$ cat config.mk
export PLATFORM = sky130hd
export DESIGN_NAME = rbsi_divider
export DESIGN_NICKNAME = d
export VERILOG_FILES = /design/src/design/rbsi_divider.sv
export SDC_FILE = /design/constraint.sdc
export NUM_CORES = 2
export LEC_CHECK = 0
export ABC_CLOCK_PERIOD_IN_PS = 10050
export BUFFER_PORTS_ARGS = -buffer_cell sky130_fd_sc_hd__buf_2
export CORE_MARGIN = 2
export CORE_UTILIZATION = 32
export CTS_CLUSTER_DIAMETER = 50
export DETAILED_ROUTE_END_ITERATION = 10
export MAX_ROUTING_LAYER = met4
export SLEW_MARGIN = 30
export SYNTH_ARGS = -nofsm -noshare
export SYNTH_HDL_FRONTEND = slang
export SYNTH_SLANG_ARGS = --single-unit
$ cat constraint.sdc
create_clock -name clk -period 10.05 [get_ports clk]
set_input_delay 1.5075 -clock clk [delete_from_list [all_inputs] [get_ports clk]]
set_output_delay 1.5075 -clock clk [all_outputs]
set_load 0.005 [all_outputs]
$ cat src/design/rbsi_divider.sv
module rbsi_divider #(
	parameter int W = 32,
	parameter int F = 16
) (
	input  logic                clk,
	input  logic                en,
	input  logic [W-1:0]        n,
	input  logic [W-1:0]        d,
	input  logic                neg,
	output logic signed [W-1:0] t
);
	localparam int NW = W + F;
	localparam int CW = NW + W;
	localparam int SW = W - 1;
	localparam logic [W-1:0] TMAXV = {1'b0, {(W-1){1'b1}}};

	logic [NW-1:0] num;
	logic [NW-1:0] nsh;
	logic [CW-1:0] nx;
	logic [CW-1:0] dx;
	logic          ovf;

	logic [W-1:0]  rem_s  [0:SW];
	logic [SW-1:0] bits_s [0:SW];
	logic [SW-1:0] q_s    [0:SW];
	logic [W-1:0]  d_s    [0:SW];
	logic          ovf_s  [0:SW];
	logic          neg_s  [0:SW];

	logic [W-1:0]  val;

	always_comb begin
		num = {n, {F{1'b0}}};
		nsh = num >> (W - 1);
		nx  = CW'(num);
		dx  = CW'(d) << (W - 1);
		ovf = (nx >= dx);
	end

	always_ff @(posedge clk) begin
		if (en) begin
			rem_s[0]  <= nsh[W-1:0];
			bits_s[0] <= num[SW-1:0];
			q_s[0]    <= '0;
			d_s[0]    <= d;
			ovf_s[0]  <= ovf;
			neg_s[0]  <= neg;
		end
	end

	for (genvar j = 1; j <= SW; j++) begin : g_step
		logic [W:0] cand;
		logic       ge;
		always_comb begin
			cand = {rem_s[j-1], bits_s[j-1][SW-j]};
			ge   = (cand >= {1'b0, d_s[j-1]});
		end
		always_ff @(posedge clk) begin
			if (en) begin
				rem_s[j]  <= ge ? W'(cand - {1'b0, d_s[j-1]}) : cand[W-1:0];
				bits_s[j] <= bits_s[j-1];
				q_s[j]    <= {q_s[j-1][SW-2:0], ge};
				d_s[j]    <= d_s[j-1];
				ovf_s[j]  <= ovf_s[j-1];
				neg_s[j]  <= neg_s[j-1];
			end
		end
	end

	always_comb begin
		val = ovf_s[SW] ? TMAXV : {1'b0, q_s[SW]};
	end

	always_ff @(posedge clk) begin
		if (en) begin
			t <= neg_s[SW] ? $signed(W'(-val)) : $signed(val);
		end
	end

endmodule

; ---- After elaboration in Yosys (flattened, before gate mapping)
; Memory sizes are Yosys's and may differ from the RTL's.
; Cells that the tools add are included.
[totals]
register_bits = 32
ramBits = 4096
output_inout_bits = 32
mem_count = 6
in_bits = 67
word_cells = 106
[op_classes]
mux = 35
n_addsub = 32
order_cmp = 32
[memory_table]
columns = name, words, width, rd, rd_ports_with_merged_regs, write_ports, line
row1 = d_s, 32, 32, 31, 0, 32, 26  ; logic [W-1:0] d_s [0:SW];
row2 = rem_s, 32, 32, 31, 0, 32, 23  ; logic [W-1:0] rem_s [0:SW];
row3 = bits_s, 32, 31, 31, 0, 32, 24  ; logic [SW-1:0] bits_s [0:SW];
row4 = q_s, 32, 31, 32, 0, 32, 25  ; logic [SW-1:0] q_s [0:SW];
row5 = neg_s, 32, 1, 32, 0, 32, 28  ; logic neg_s [0:SW];
row6 = ovf_s, 32, 1, 32, 0, 32, 27  ; logic ovf_s [0:SW];
[ops]
columns = operator, n
row1 = 32-bit two-way mux, 32
row2 = 33-bit by 32-bit greater-or-equal comparator with 1-bit output, 31
row3 = 32-bit subtractor, 31
row4 = 48-bit by 63-bit greater-or-equal comparator with 1-bit output, 1
row5 = 31-bit negation with 32-bit output, 1
row6 = 31-bit two-way mux, 1
row7 = 1-bit two-way mux, 2

; ---- Logic depth before layout (Yosys ltp)
; An unclocked memory read counts as a cell.
[logic_depth]
word_depth = 4
mapped_depth = 16
depth_no_buf = 14

; ---- Least setup slack after synthesis
; Ideal clock, no wire load.
[synth_timing]
path_kind = register to register
from = memory q_s[7][95] in the netlist's numbering
to = register t[27], data pin
n_path_buf = 0
t_arrival_ns = 3.703
setup_ns = 0.255
path_stages_with_launch = 12
setup_slack_ns = 6.093
required_time_ns = 9.795
period_less_slack_ns = 3.957
path_cell_list = edfxtp_1 > or3_4 > or2_4 > or4b_4 > nor2_2 > nand2_1 > or3_4 > or3_4 > or4b_4 > or4_4 > a211oi_2 > o21ba_1
[synth_rtl]
columns = item, line
row1 = start: declaration, 25
row2 = end signal: assignment, 76  ; t <= neg_s[SW] ? $signed(W'(-val)) : $signed(val);
row3 = end: declaration, 10  ; output logic signed [W-1:0] t

==> metrics.cfg <==
[timing]
post-route-min-period_ns = 4.97
drv_slew = 0
final-hold-violation-count = 0
fin_crit_sh = 0.495
rsz0062_at_grt = no
setup_ws_ns = 5.08
setup_tns_ns = 0
fmax_mhz = 201
slew_headroom = 0.305
tightest_slew_ns = 1.03
setup_violations = 0
finClkSkew_ns = 0.0574

[detailed_routing]
via_per_inst = 4.89
route.detailed.drc = 0
wl_per_cell_microns = 16.8
drt-initial-drc-count = 6323
vias = 91300
routed_wl_mm = 313
drt-pass1-iter-count = 6
ant_nets = 0

[yosys]
netlist_area_sq_um = 142000
ys_warn_count = 0
syn_inst = 12200
avgSynthCellArea_sq_um = 11.6
synth_edf_count = 2681
synth_cell_type_count = 92
yosysSeqAreaShare = 0.567
synth_ff_type = edfxtp_1
synth_nets = 13300
ys_async_sr_fraction = 0
ys_seq_elements = 2681

[setup_path]
reg2reg_depth = 12
cpMaxStageDelayCell = a311oi_4
cpMostUsedCell = o31ai_1
required_ns = 10.71
timing_worst_setup_path_type = reg -> reg
crit_path_end = rem_s[18][4]
r2r-start = rem_s[17][5]
worstPathMaxFanout = 40
startpoint = rem_s[17][5]
endpoint_kind = flip-flop
cp_slowest_stage_delay_ns = 0.72
arrival_ns = 5.63
r2r_slack_ns = 5.08
path_cells = ha_1 > a21o_1 > a21oi_1 > nor2_1 > a211oi_1 > o31ai_1 > o221ai_1 > o31ai_1 > or3b_2 > a311oi_4 > buf_4 > mux2_2
critPathLaunchType = flip-flop
rr_endpoint = rem_s[18][4]

[job]
drv_cap = 0

[cts]
postCtsHoldBufs = 0
clk_latency_ns = 0.94
post_cts_resized = 0
clkTransAtPathRegs_ns = 0.06
clock_sinks = 2681
cts-htree-levels = 5
cts-root-buf = clkbuf_16
cts_setup_buffers = 0
clk_path_buf_depth = 4
numCtsBuffers = 355
cts_tree = done

[floorplanning]
fp.dieW_microns = 670
rows = 244
core_area_sq_um = 442000
initial_utilization = 0.322
die-area_sq_um = 449000
pin_count = 99
die_h_microns = 670

[grt]
grt.total_usage = 0.140
overflow = 0
antenna_found_initial = 4
grt_start_max_net_pins = 191
first_global_vias = 89900
grt_pass1_wl_mm = 494

[cells_and_area]
drive_above_1_share = 0.0879
nNetsFinal = 13600
syn2layout_area_growth_pct = 13.9
stdcell_count = 18700
fin_util = 0.366

[worst_hold_path]
hold_class = reg -> reg
min_from = bits_s[0][26]

[place]
detailed_place_hpwl_mm = 234
portBuffers = 98
dp.cells = 18000
gp_congestion = 0.908
dpl_worst_slack_ns = 5.09

[power]
p_per_area_nw_per_um2 = 315
p_leak_nw = 64.3
total_power_w = 0.0510
vdd_drop_max_mv = 0.170

[outcome]
status = finished, final reports clean

[layout by cell type (no fill, tap or decap), types with 39 or more instances in the layout]
| cell type | n |
|---|---|
| a31oi_1 | 88 |
| nor3_1 | 118 |
| o21a_1 | 135 |
| a21o_1 | 458 |
| edfxtp_1 | 2681 |
| and3_1 | 68 |
| or2_2 | 39 |
| buf_2 | 97 |
| o31ai_1 | 77 |
| o21bai_1 | 117 |
| a21oi_1 | 976 |
| nor2b_1 | 142 |
| nor4_1 | 48 |
| nand2_1 | 863 |
| xor2_1 | 362 |
| or3_1 | 54 |
| a211oi_1 | 93 |
| ha_1 | 995 |
| o211ai_1 | 41 |
| xnor2_1 | 436 |
| nand3_1 | 208 |
| clkinv_2 | 55 |
| o21ai_0 | 845 |
| inv_1 | 1260 |
| clkbuf_16 | 357 |
| nand4_1 | 147 |
| nor2_1 | 692 |
| clkbuf_1 | 43 |
| clkinv_1 | 47 |
| buf_4 | 62 |
| mux2_2 | 279 |
| nand2b_1 | 146 |
[how the worst min path moves through the flow]
stage	to	cells after the start
after floorplan	bits_s[10][16]	0
after global placement	q_s[3][66]	0
after detailed placement	bits_s[11][17]	0
after CTS	bits_s[1][26]	0
after global routing	bits_s[1][26]	0
final	bits_s[1][26]	0
[per-layer routing]
metal / vias to the layer above / GRT usage / part of all wire
met3: 616 / 0.0168 / 0.038
li1: 45400 / - / -
met4: 0 / 0.0532 / 0.040
met5: - / - / 0
met1: 43500 / 0.164 / 0.42
met2: 1728 / 0.245 / 0.50
[where the power goes]
| part | internal, W | leakage (nW) | switching [W] | total, W |
|---|---|---|---|---|
| sequential | 0.0162 | 26.2 | 0.00164 | 0.0178 |
| combinational | 0.00882 | 32.3 | 0.0119 | 0.0207 |
| clock | 0.00752 | 5.69 | 0.00497 | 0.0125 |
[through the flow]
| stage | hold slack, ns | cell area (sq um) |
|---|---|---|
| final | 0.369 | 162000 |
| after global routing | 0.388 | 162000 |
| after CTS | 0.372 | 162000 |
| after detailed placement | 0.405 | 150000 |
| after global placement | 0.400 | 150000 |
| after floorplan | 0.400 | 142000 |
[registers in the layout, indices dropped and copies added (netlist names)]
| name | count |
|---|---|
| rem_s | 977 |
| ovf_s | 32 |
| q_s | 496 |
| d_s | 992 |
| t | 32 |
| neg_s | 32 |
| bits_s | 120 |
[cell families (layout without fill, tap and decap cells)]
logic type	after synthesis	after routing	share of synthesized area
adders and majority gates	1025	1025	0.0918
and+or+nand+nor	2659	2659	0.0883
DFF	2681	2681	0.567
xor gates and xnor gates	798	798	0.0492
AOI/OAI and AO/OA	3211	3211	0.140
other	0	2	0
buffers and inverters	1527	2080	0.0404
muxes	304	304	0.0239
[cell type report]
cell class / count / area [sq um]
fill: 42900 / 280000
sequential: 2681 / 80500
multi-input combinational: 7997 / 56200
clock buffer: 400 / 9090
tap: 5904 / 7390
inverter: 1262 / 4740
clock inverter: 243 / 2640
timing repair buffer: 175 / 1280
antenna: 2 / 5.00
[worst max-delay path, delay by kind of cell (launching register included)]
kind                     cells  cell delay [ns]
flip-flops                   1             0.40
AND/OR/NAND/NOR              2             0.59
multiplexers                 1             0.38
adder cells (fa/ha/maj)      1             0.38
AO/OA/AOI/OAI                7             2.44
buffers and inverters        1             0.49
[synth_stat cells, types with 241 or more instances]
cell         n  area, sq um
xnor2_1    436         3820
mux2_2     279         3140
a21o_1     459         3450
a21oi_1    979         4900
nand2_1    863         3240
ha_1       995        12400
o21ai_0    846         4230
inv_1     1260         4730
edfxtp_1  2681        80500
xor2_1     362         3170
nor2_1     693         2600
clkbuf_1   241          905
Note: power is estimated with default switching activity, not from simulation.
